===== src/hdl/tapa_pkg.sv =====
// ----------------------------------------------------------------------------
// Tensor axis permute addresser package
// Shared constants, codes, types and helpers of the axis permute addresser.
// ----------------------------------------------------------------------------
package tapa_pkg;

  localparam int unsigned ElementBitsDef = 64;
  localparam int unsigned IndexBitsDef   = 32;
  localparam int unsigned MaxRank        = 4;
  localparam int unsigned NumAxes        = 4;
  localparam int unsigned AxisBits       = 2;
  localparam int unsigned CoordBits      = 16;
  localparam int unsigned RankBits       = 3;
  localparam int unsigned OrderBits      = NumAxes * AxisBits;
  localparam int unsigned StatusBits     = 3;
  localparam int unsigned CfgIdxBits     = 3;
  localparam int unsigned CfgDataBits    = 16;

  typedef enum logic [StatusBits-1:0] {
    ST_OK         = 3'd0,
    ST_ZERO_RANK  = 3'd1,
    ST_AXIS_RANGE = 3'd2,
    ST_DUP_AXIS   = 3'd3,
    ST_TOO_MANY   = 3'd4
  } status_e;

  typedef enum logic [CfgIdxBits-1:0] {
    CFG_RANK  = 3'd0,
    CFG_SIZE0 = 3'd1,
    CFG_SIZE1 = 3'd2,
    CFG_SIZE2 = 3'd3,
    CFG_SIZE3 = 3'd4,
    CFG_ORDER = 3'd5
  } cfg_reg_e;

  typedef enum logic [2:0] {
    SU_IDLE,
    SU_CHECK,
    SU_STRIDE_MUL,
    SU_STRIDE_ACC,
    SU_SPAN_MUL,
    SU_SPAN_ADD
  } setup_state_e;

  typedef logic [NumAxes-1:0][CoordBits-1:0] size_arr_t;

  typedef struct packed {
    logic    busy;
    status_e status;
  } setup_res_t;

  // A size of zero behaves as a size of one.
  function automatic logic [CoordBits-1:0] eff_size(logic [CoordBits-1:0] s);
    return (s == '0) ? CoordBits'(1) : s;
  endfunction

  // Largest coordinate along an axis.
  function automatic logic [CoordBits-1:0] max_coord(logic [CoordBits-1:0] s);
    return (s == '0) ? '0 : s - CoordBits'(1);
  endfunction

endpackage


===== src/hdl/tensor_axis_permute_addresser_unit.sv =====
// ----------------------------------------------------------------------------
// Tensor axis permute addresser
// An accepted item's result is registered and shows in the next cycle, at one
// item per cycle while setup is idle and the output is not stalled; a new item
// enters in the cycle in which the held result leaves. After a register write
// the setup sequencer checks the settings, then works out strides and steps
// axis by axis on one shared multiplier; no item is accepted meanwhile. An
// invalid axis setting stops it at the check, an element count beyond the index
// width after strides. Reset: rank 1, sizes 1, identity order, ready at once.
// ----------------------------------------------------------------------------
module tensor_axis_permute_addresser_unit #(
  parameter int unsigned ELEMENT_BITS = tapa_pkg::ElementBitsDef,
  parameter int unsigned INDEX_BITS   = tapa_pkg::IndexBitsDef
) (
  input  logic                                             clk_i,
  input  logic                                             rst_ni,
  input  logic                                             s_axis_tvalid,
  output logic                                             s_axis_tready,
  // Fields from bit 0: element_value.
  input  logic [((ELEMENT_BITS+7)/8)*8-1:0]                s_axis_tdata,
  output logic                                             m_axis_tvalid,
  input  logic                                             m_axis_tready,
  // Fields from bit 0: dest_index, moved_value.
  output logic [((INDEX_BITS+ELEMENT_BITS+7)/8)*8-1:0]     m_axis_tdata,
  output logic                                             m_axis_tlast,
  // Fields from bit 0: status.
  output logic [tapa_pkg::StatusBits-1:0]                  m_axis_tuser,
  input  logic                                             cfg_valid_i,
  output logic                                             cfg_ready_o,
  input  logic [tapa_pkg::CfgIdxBits-1:0]                  cfg_index_i,
  input  logic [tapa_pkg::CfgDataBits-1:0]                 cfg_data_i
);
  import tapa_pkg::*;

  localparam int unsigned OutDataBits = ((INDEX_BITS + ELEMENT_BITS + 7) / 8) * 8;

  logic [RankBits-1:0]                  rank_q;
  size_arr_t                            size_q;
  logic [OrderBits-1:0]                 order_q;
  logic [NumAxes-1:0][CoordBits-1:0]    coord_q, coord_d;
  logic [INDEX_BITS-1:0]                offset_q, offset_d;
  logic                                 out_valid_q;
  logic [INDEX_BITS-1:0]                dest_q;
  logic [ELEMENT_BITS-1:0]              moved_q;
  logic                                 last_q;
  logic [StatusBits-1:0]                status_q;

  setup_res_t                           setup_res;
  logic [NumAxes-1:0][INDEX_BITS-1:0]   delta;
  logic                                 cfg_hit;
  logic                                 cfg_fire;
  logic                                 in_fire;
  logic [NumAxes-1:0]                   in_use;
  logic [NumAxes-1:0]                   at_max;
  logic [NumAxes-1:0]                   carry_in;
  logic                                 is_last;
  logic [INDEX_BITS-1:0]                step;
  logic                                 cfg_ok;

  always_comb begin
    case (cfg_index_i)
      CFG_RANK, CFG_SIZE0, CFG_SIZE1, CFG_SIZE2, CFG_SIZE3, CFG_ORDER: begin
        cfg_hit = 1'b1;
      end
      default: begin
        cfg_hit = 1'b0;
      end
    endcase
  end

  assign cfg_ready_o = 1'b1;
  assign cfg_fire    = cfg_valid_i && cfg_hit;

  always_ff @(posedge clk_i or negedge rst_ni) begin
    if (!rst_ni) begin
      rank_q  <= RankBits'(1);
      size_q  <= {NumAxes{CoordBits'(1)}};
      order_q <= OrderBits'(8'd228);
    end else if (cfg_valid_i) begin
      case (cfg_index_i)
        CFG_RANK:  rank_q    <= cfg_data_i[RankBits-1:0];
        CFG_SIZE0: size_q[0] <= cfg_data_i[CoordBits-1:0];
        CFG_SIZE1: size_q[1] <= cfg_data_i[CoordBits-1:0];
        CFG_SIZE2: size_q[2] <= cfg_data_i[CoordBits-1:0];
        CFG_SIZE3: size_q[3] <= cfg_data_i[CoordBits-1:0];
        CFG_ORDER: order_q   <= cfg_data_i[OrderBits-1:0];
        default: begin
        end
      endcase
    end
  end

  tapa_setup #(
    .INDEX_BITS(INDEX_BITS)
  ) u_setup (
    .clk_i   (clk_i),
    .rst_ni  (rst_ni),
    .start_i (cfg_fire),
    .rank_i  (rank_q),
    .sizes_i (size_q),
    .order_i (order_q),
    .res_o   (setup_res),
    .delta_o (delta)
  );

  assign cfg_ok        = (setup_res.status == ST_OK);
  assign s_axis_tready = !setup_res.busy && (!out_valid_q || m_axis_tready);
  assign in_fire       = s_axis_tvalid && s_axis_tready;

  always_comb begin
    logic c;
    c        = 1'b1;
    step     = '0;
    coord_d  = coord_q;
    for (int d = NumAxes - 1; d >= 0; d--) begin
      in_use[d]   = (d < int'(rank_q));
      at_max[d]   = !in_use[d] || (coord_q[d] == max_coord(size_q[d]));
      carry_in[d] = c;
      c           = c & at_max[d];
      if (in_use[d] && carry_in[d]) begin
        coord_d[d] = at_max[d] ? '0 : coord_q[d] + CoordBits'(1);
        if (!at_max[d]) begin
          step = delta[d];
        end
      end
    end
    is_last  = c;
    offset_d = is_last ? '0 : offset_q + step;
  end

  always_ff @(posedge clk_i or negedge rst_ni) begin
    if (!rst_ni) begin
      coord_q  <= '0;
      offset_q <= '0;
    end else if (cfg_fire) begin
      coord_q  <= '0;
      offset_q <= '0;
    end else if (in_fire && cfg_ok) begin
      coord_q  <= coord_d;
      offset_q <= offset_d;
    end
  end

  always_ff @(posedge clk_i or negedge rst_ni) begin
    if (!rst_ni) begin
      out_valid_q <= 1'b0;
      dest_q      <= '0;
      moved_q     <= '0;
      last_q      <= 1'b0;
      status_q    <= '0;
    end else if (in_fire) begin
      out_valid_q <= 1'b1;
      dest_q      <= cfg_ok ? offset_q : '0;
      moved_q     <= s_axis_tdata[ELEMENT_BITS-1:0];
      last_q      <= cfg_ok && is_last;
      status_q    <= setup_res.status;
    end else if (m_axis_tready) begin
      out_valid_q <= 1'b0;
    end
  end

  assign m_axis_tvalid = out_valid_q;
  assign m_axis_tdata  = OutDataBits'({moved_q, dest_q});
  assign m_axis_tlast  = last_q;
  assign m_axis_tuser  = status_q;

endmodule


===== src/hdl/tapa_setup.sv =====
// ----------------------------------------------------------------------------
// Tensor axis permute addresser setup sequencer
// Checks the configuration and works out target strides and the offset step
// of each axis with one shared multiplier, one operation per cycle.
// ----------------------------------------------------------------------------
module tapa_setup #(
  parameter int unsigned INDEX_BITS = tapa_pkg::IndexBitsDef
) (
  input  logic                                          clk_i,
  input  logic                                          rst_ni,
  input  logic                                          start_i,
  input  logic [tapa_pkg::RankBits-1:0]                 rank_i,
  input  tapa_pkg::size_arr_t                           sizes_i,
  input  logic [tapa_pkg::OrderBits-1:0]                order_i,
  output tapa_pkg::setup_res_t                          res_o,
  output logic [tapa_pkg::NumAxes-1:0][INDEX_BITS-1:0]  delta_o
);
  import tapa_pkg::*;

  localparam int unsigned ProdBits = INDEX_BITS + CoordBits;

  typedef logic [NumAxes-1:0][INDEX_BITS-1:0] idx_arr_t;

  setup_state_e          state_q, state_d;
  logic [AxisBits-1:0]   pos_q, pos_d;
  logic [INDEX_BITS-1:0] acc_q, acc_d;
  logic                  ovf_q, ovf_d;
  logic [ProdBits-1:0]   prod_q, prod_d;
  logic [INDEX_BITS-1:0] span_q, span_d;
  idx_arr_t              stride_q, stride_d;
  idx_arr_t              delta_q, delta_d;
  status_e               status_q, status_d;
  logic [AxisBits-1:0]   ax;
  logic [INDEX_BITS-1:0] mul_a;
  logic [CoordBits-1:0]  mul_b;
  logic [ProdBits-1:0]   mul_p;

  function automatic status_e check_cfg(logic [RankBits-1:0] rank,
                                        logic [OrderBits-1:0] order);
    logic                range_err;
    logic                dup_err;
    logic [NumAxes-1:0]  seen;
    logic [AxisBits-1:0] f;
    range_err = 1'b0;
    dup_err   = 1'b0;
    seen      = '0;
    if (rank == '0) begin
      return ST_ZERO_RANK;
    end
    if (int'(rank) > NumAxes || int'(rank) > MaxRank) begin
      return ST_AXIS_RANGE;
    end
    for (int p = 0; p < NumAxes; p++) begin
      f = order[p*AxisBits +: AxisBits];
      if (p < int'(rank) && RankBits'(f) >= rank) begin
        range_err = 1'b1;
      end
    end
    for (int p = 0; p < NumAxes; p++) begin
      f = order[p*AxisBits +: AxisBits];
      if (p < int'(rank)) begin
        if (seen[f]) begin
          dup_err = 1'b1;
        end
        seen[f] = 1'b1;
      end
    end
    if (range_err) begin
      return ST_AXIS_RANGE;
    end
    if (dup_err) begin
      return ST_DUP_AXIS;
    end
    return ST_OK;
  endfunction

  assign ax    = order_i[pos_q*AxisBits +: AxisBits];
  assign mul_p = {{CoordBits{1'b0}}, mul_a} * {{INDEX_BITS{1'b0}}, mul_b};

  always_comb begin
    state_d  = state_q;
    pos_d    = pos_q;
    acc_d    = acc_q;
    ovf_d    = ovf_q;
    prod_d   = prod_q;
    span_d   = span_q;
    stride_d = stride_q;
    delta_d  = delta_q;
    status_d = status_q;
    mul_a    = '0;
    mul_b    = '0;
    case (state_q)
      SU_IDLE: begin
      end
      SU_CHECK: begin
        status_d = check_cfg(rank_i, order_i);
        if (status_d == ST_OK) begin
          pos_d   = AxisBits'(rank_i - RankBits'(1));
          acc_d   = INDEX_BITS'(1);
          ovf_d   = 1'b0;
          span_d  = '0;
          state_d = SU_STRIDE_MUL;
        end else begin
          state_d = SU_IDLE;
        end
      end
      SU_STRIDE_MUL: begin
        stride_d[ax] = acc_q;
        mul_a        = acc_q;
        mul_b        = eff_size(sizes_i[ax]);
        prod_d       = mul_p;
        state_d      = SU_STRIDE_ACC;
      end
      SU_STRIDE_ACC: begin
        acc_d = prod_q[INDEX_BITS-1:0];
        ovf_d = ovf_q | (|prod_q[ProdBits-1:INDEX_BITS]);
        if (pos_q == '0) begin
          if (ovf_d) begin
            status_d = ST_TOO_MANY;
            state_d  = SU_IDLE;
          end else begin
            pos_d   = AxisBits'(rank_i - RankBits'(1));
            state_d = SU_SPAN_MUL;
          end
        end else begin
          pos_d   = pos_q - AxisBits'(1);
          state_d = SU_STRIDE_MUL;
        end
      end
      SU_SPAN_MUL: begin
        delta_d[pos_q] = stride_q[pos_q] - span_q;
        mul_a          = stride_q[pos_q];
        mul_b          = max_coord(sizes_i[pos_q]);
        prod_d         = mul_p;
        state_d        = SU_SPAN_ADD;
      end
      SU_SPAN_ADD: begin
        span_d = span_q + prod_q[INDEX_BITS-1:0];
        if (pos_q == '0) begin
          state_d = SU_IDLE;
        end else begin
          pos_d   = pos_q - AxisBits'(1);
          state_d = SU_SPAN_MUL;
        end
      end
      default: begin
        state_d = SU_IDLE;
      end
    endcase
    if (start_i) begin
      state_d = SU_CHECK;
    end
  end

  always_ff @(posedge clk_i or negedge rst_ni) begin
    if (!rst_ni) begin
      state_q  <= SU_IDLE;
      pos_q    <= '0;
      acc_q    <= '0;
      ovf_q    <= 1'b0;
      prod_q   <= '0;
      span_q   <= '0;
      stride_q <= {{(NumAxes-1){INDEX_BITS'(0)}}, INDEX_BITS'(1)};
      delta_q  <= {{(NumAxes-1){INDEX_BITS'(0)}}, INDEX_BITS'(1)};
      status_q <= ST_OK;
    end else begin
      state_q  <= state_d;
      pos_q    <= pos_d;
      acc_q    <= acc_d;
      ovf_q    <= ovf_d;
      prod_q   <= prod_d;
      span_q   <= span_d;
      stride_q <= stride_d;
      delta_q  <= delta_d;
      status_q <= status_d;
    end
  end

  assign res_o.busy   = (state_q != SU_IDLE);
  assign res_o.status = status_q;
  assign delta_o      = delta_q;

endmodule

===== config.mk =====
export PLATFORM = sky130hd
export DESIGN_NAME = tensor_axis_permute_addresser_unit
export DESIGN_NICKNAME = d
export VERILOG_FILES = /design/src/hdl/tapa_pkg.sv /design/src/hdl/tensor_axis_permute_addresser_unit.sv /design/src/hdl/tapa_setup.sv
export SDC_FILE = /design/constraint.sdc
export NUM_CORES = 2
export LEC_CHECK = 0
export ABC_AREA = 1
export BUFFER_PORTS_ARGS = -buffer_cell sky130_fd_sc_hd__buf_2
export CAP_MARGIN = 5
export CORE_UTILIZATION = 47
export CTS_BUF_LIST = sky130_fd_sc_hd__clkbuf_8
export CTS_CLUSTER_SIZE = 16
export DETAILED_ROUTE_END_ITERATION = 10
export HOLD_SLACK_MARGIN = 0.15
export PLACE_DENSITY = 0.67
export SYNTH_ARGS = -nofsm -noshare
export SYNTH_HDL_FRONTEND = slang
export SYNTH_HIERARCHICAL = 1
export SYNTH_SLANG_ARGS = --single-unit

===== constraint.sdc =====
create_clock -name clk_i -period 6.8 [get_ports clk_i]
set_clock_uncertainty 0.15 [all_clocks]
set_input_delay 1.36 -clock clk_i [delete_from_list [all_inputs] [get_ports clk_i]]
set_output_delay 1.36 -clock clk_i [all_outputs]
set_load 0.1 [all_outputs]

==> metrics.md <==
| Metric | Value |
|---|---|
| Outcome | finished with violations |
| Violated checks | setup timing |
| Clock sinks | 649 |
| Final hold vios | 0 |
| Worst Path Required | 7320 ps |
| Worst vdd ir | 241 uV |
| TritonCTS clock tree | yes |
| Total Power | 0.0186 W |
| Max Slew Vio Count | 0 |
| Seq. cell area | 0.0163 mm^2 |
| Reg-to-Reg Start | u_setup/pos_q[0]$_DFFE_PN0P_ |
| I/O Buffers | 189 |
| Die W | 343 um |
| Vias per Instance | 5.40 |
| Synth warn | 6 |
| Dpl cells | 9428 |
| Slowest cell on the critical path | fa_1 |
| Post-route setup slack | -802 ps |
| PD cells | 282 mW/mm^2 |
| Clk root buf | clkbuf_8 |
| Congestion Overflow GR | 0 |
| R2R depth | 35 |
| GPL Wtd Cong | 1.03 |
| Worst path max stage delay | 640 ps |
| Drt wl/cell | 19.0 um |
| Leak Pwr | 33.0 nW |
| Die area | 0.118 mm^2 |
| Vias in the first global route | 51.3k |
| Number of buffers created by CTS | 112 |
| Detailed Place HPWL | 144000 um |
| Fmax | 0.132 GHz |
| Drt total wl | 183000 um |
| Post-Synthesis Cell Area | 0.0547 mm^2 |
| IO Count | 191 |
| Number of synthesized flops with an enable pin | 0 |
| Final std cells w/o fill | 9658 |
| Vias | 52.2k |
| Synth top area cells | dfrtp_1 29%, fa_1 15%, nand2_1 15%, inv_1 7.2%, ha_1 5.5% |
| Core area | 0.115 mm^2 |
| Worst hold path type | reg2reg |
| Bufs on Longest Clock Path | 3 |
| DRC viols | 0 |
| Hold_buf cts | 0 |
| Slew headroom | 21.8% |
| Initial cell density of the core | 47.7% |
| Fillers | 10.7k |
| Min Tclk post-route | 7600 ps |
| CP most frequent cell | fa_1 |
| Top post-synthesis cells by count | 2195 x nand2_1, 1044 x inv_1, 638 x dfrtp_1 |
| Yosys reg bits | 649 |
| Area grow syn2layout | 20.6% |
| CP max FO | 18 |
| RSZ-0062 raised after global routing | yes |
| Clock Pin Slew Worst Setup and Hold Paths | 60 ps |
| CP Data Arrival Time | 8120 ps |
| Avg Inst Size Synth | 7.44 um^2 |
| Total GRT Usage | 31.4% |
| Clk_lat worst skew | 820 ps |
| Post-route ant nets | 0 |
| Multi-input gate area | 0.0345 mm^2 |
| HP Start | moved_q[55]$_DFFE_PN0P_ |
| First-pass GRT wire length | 290000 um |
| Most common cell in the netlist | nand2_1 |
| Yosys cell types | 71 |
| Worst setup EP type | flop |
| Cell Rows | 124 |
| Die Height | 343 um |
| Layout cell share with drive strength beyond 1 | 17.6% |
| Post-Syn Nets | 8100 |
| Reg2reg end | u_setup/prod_q[40]$_DFFE_PN0N_ |
| Final Util | 57.5% |
| Worst-Margin Slew | 1170 ps |
| Final Setup Violations | 38 |
| CP Class | reg2reg |
| DRT iter0 DRCs | 4269 |
| Synthesized instance count | 7351 |
| Layout Nets | 8799 |
| Largest net degree at the start of global routing | 168 |
| Ys flop type | dfrtp_1 |
| Share of the yosys chip area belonging to registers | 29.7% |
| WHS Path Cells | 2 |
| Hold Path End | moved_q[55]$_DFFE_PN0P_ |
| Final critical-path share of the clock period | 112% |
| Initial DRT Pass Iterations | 8 |
| Synth top area share | 29.2% |
| Max-cap violations | 0 |
| H-tree levels | 3 |
| Initial antenna violation count | 2 |
| Synth async-reset ratio | 100% |
| Synth area leader | dfrtp_1 |
| R2r setup slk | -800 ps |
| CP Launch Type | flop |
[what timing repair did]
item                                    CTS  global route
cloned                                    1             0
endpoints found under the setup margin   39            40
pin swaps                                33            36
setup buffers                             9            10
gates resized for setup                 133            96
[how the worst max path moves through the flow]
stage	start	endpoint	slack [ps]	cells after the start
after global routing	u_setup/pos_q[0]$_DFFE_PN0P_	u_setup/prod_q[40]$_DFFE_PN0N_	-1120	35
after global placement	u_setup/pos_q[0]$_DFFE_PN0P_	u_setup/prod_q[36]$_DFFE_PN0N_	-1050	28
after CTS	u_setup/pos_q[0]$_DFFE_PN0P_	u_setup/prod_q[26]$_DFFE_PN0N_	-750	35
after detailed placement	u_setup/pos_q[0]$_DFFE_PN0P_	u_setup/prod_q[26]$_DFFE_PN0N_	-990	29
after floorplan	u_setup/pos_q[0]$_DFFE_PN0P_	u_setup/prod_q[38]$_DFFE_PN0N_	-160	38
final	u_setup/pos_q[0]$_DFFE_PN0P_	u_setup/prod_q[40]$_DFFE_PN0N_	-800	35
[state kept, by name, summed over array words and instances, names as in the netlist]
| register | cells |
|---|---|
| u_setup/delta_o | 128 |
| u_setup/stride_q | 128 |
| coord_q | 64 |
| moved_q | 64 |
| size_q | 64 |
| u_setup/prod_q | 48 |
| dest_q | 32 |
| offset_q | 32 |
| u_setup/acc_q | 32 |
| u_setup/span_q | 32 |
| order_q | 8 |
| m_axis_tuser | 3 |
| rank_q | 3 |
| u_setup/state_q | 3 |
| u_setup/status_q | 3 |
| u_setup/pos_q | 2 |
| m_axis_tlast | 1 |
| m_axis_tvalid | 1 |
| u_setup/ovf_q | 1 |
[worst max-delay path: cells and delay by family, from the launching register on]
kind / cells / cell delay [ps]
adder cells (fa/ha/maj): 7 / 3430
buffers and inverters: 10 / 1260
flip-flops: 1 / 540
AND/OR/NAND/NOR: 17 / 2050
AO/OA/AOI/OAI: 1 / 80
[power breakdown]
group	internal, W	switching, W	leakage (nW)
registers	0.00438	0.000330	8.78
logic	0.00296	0.00691	22.8
clock network	0.00226	0.00177	1.43
total	0.00961	0.00901	33.0
[layout by cell type (no fill, tap or decap), drive strengths merged, types with 2 or more instances in the layout]
cell	count
nand2	2230
inv	1090
buf	858
dfrtp	638
o21ai	609
nor2	549
fa	421
nand3	405
a21oi	337
ha	240
clkbuf	148
xor2	93
o22ai	88
nand4	85
xnor2	46
nor3	44
a31oi	42
o21bai	29
or2	29
clkinv	29
a21o	15
nand3b	15
nor4	13
o211ai	11
dfstp	11
o32ai	11
o21a	10
bufinv	8
a21boi	8
a211oi	4
o31ai	3
o41ai	3
and2	2
a22o	2
a32o	2
o22a	2
o221ai	2
[cell families after synthesis]
| logic type | after synthesis | share of synthesized area (%) |
|---|---|---|
| flip-flops | 649 | 29.7 |
| XOR/XNOR | 139 | 2.24 |
| buffers and inverters | 1341 | 9.81 |
| AO/OA/AOI/OAI | 1187 | 12.0 |
| other | 1 | 0.00685 |
| AND/OR/NAND/NOR | 3373 | 25.4 |
| adder cells (fa/ha/maj) | 661 | 20.9 |
[routing by layer]
| layer | global-route usage [%] | wire length [um] | share of wire, % | vias up |
|---|---|---|---|---|
| li1 | - | - | - | 24700 |
| met1 | 42.4 | 77700 | 42 | 25200 |
| met2 | 51.0 | 84100 | 46 | 1978 |
| met3 | 4.14 | 13500 | 7.3 | 382 |
| met4 | 12.9 | 7960 | 4.3 | 4 |
| met5 | 0 | 20 | 0.011 | - |
[area by class of cell]
class	instances	area share (%)
inverters	1067	6.10
clock buffers	148	3.09
flip-flops and latches	649	24.6
diodes	1	0.00379
multi-input cells	5361	52.3
repair buffers	859	10.3
clock inverters	61	0.791
well taps	1512	2.87
[metrics by stage]
step / setup slack (ps) / TNS (ps) / cell area (um^2) / hold slack [ps]
global route: -1120 / -35160 / 66000 / 339
CTS: -750 / -21130 / 65600 / 325
finish: -802 / -22670 / 66000 / 325
floorplan: -165 / -2310 / 55300 / 292
global placement: -1050 / -28550 / 62400 / 304
detailed placement: -994 / -29400 / 62400 / 309
(Power assumes the default switching activity.)
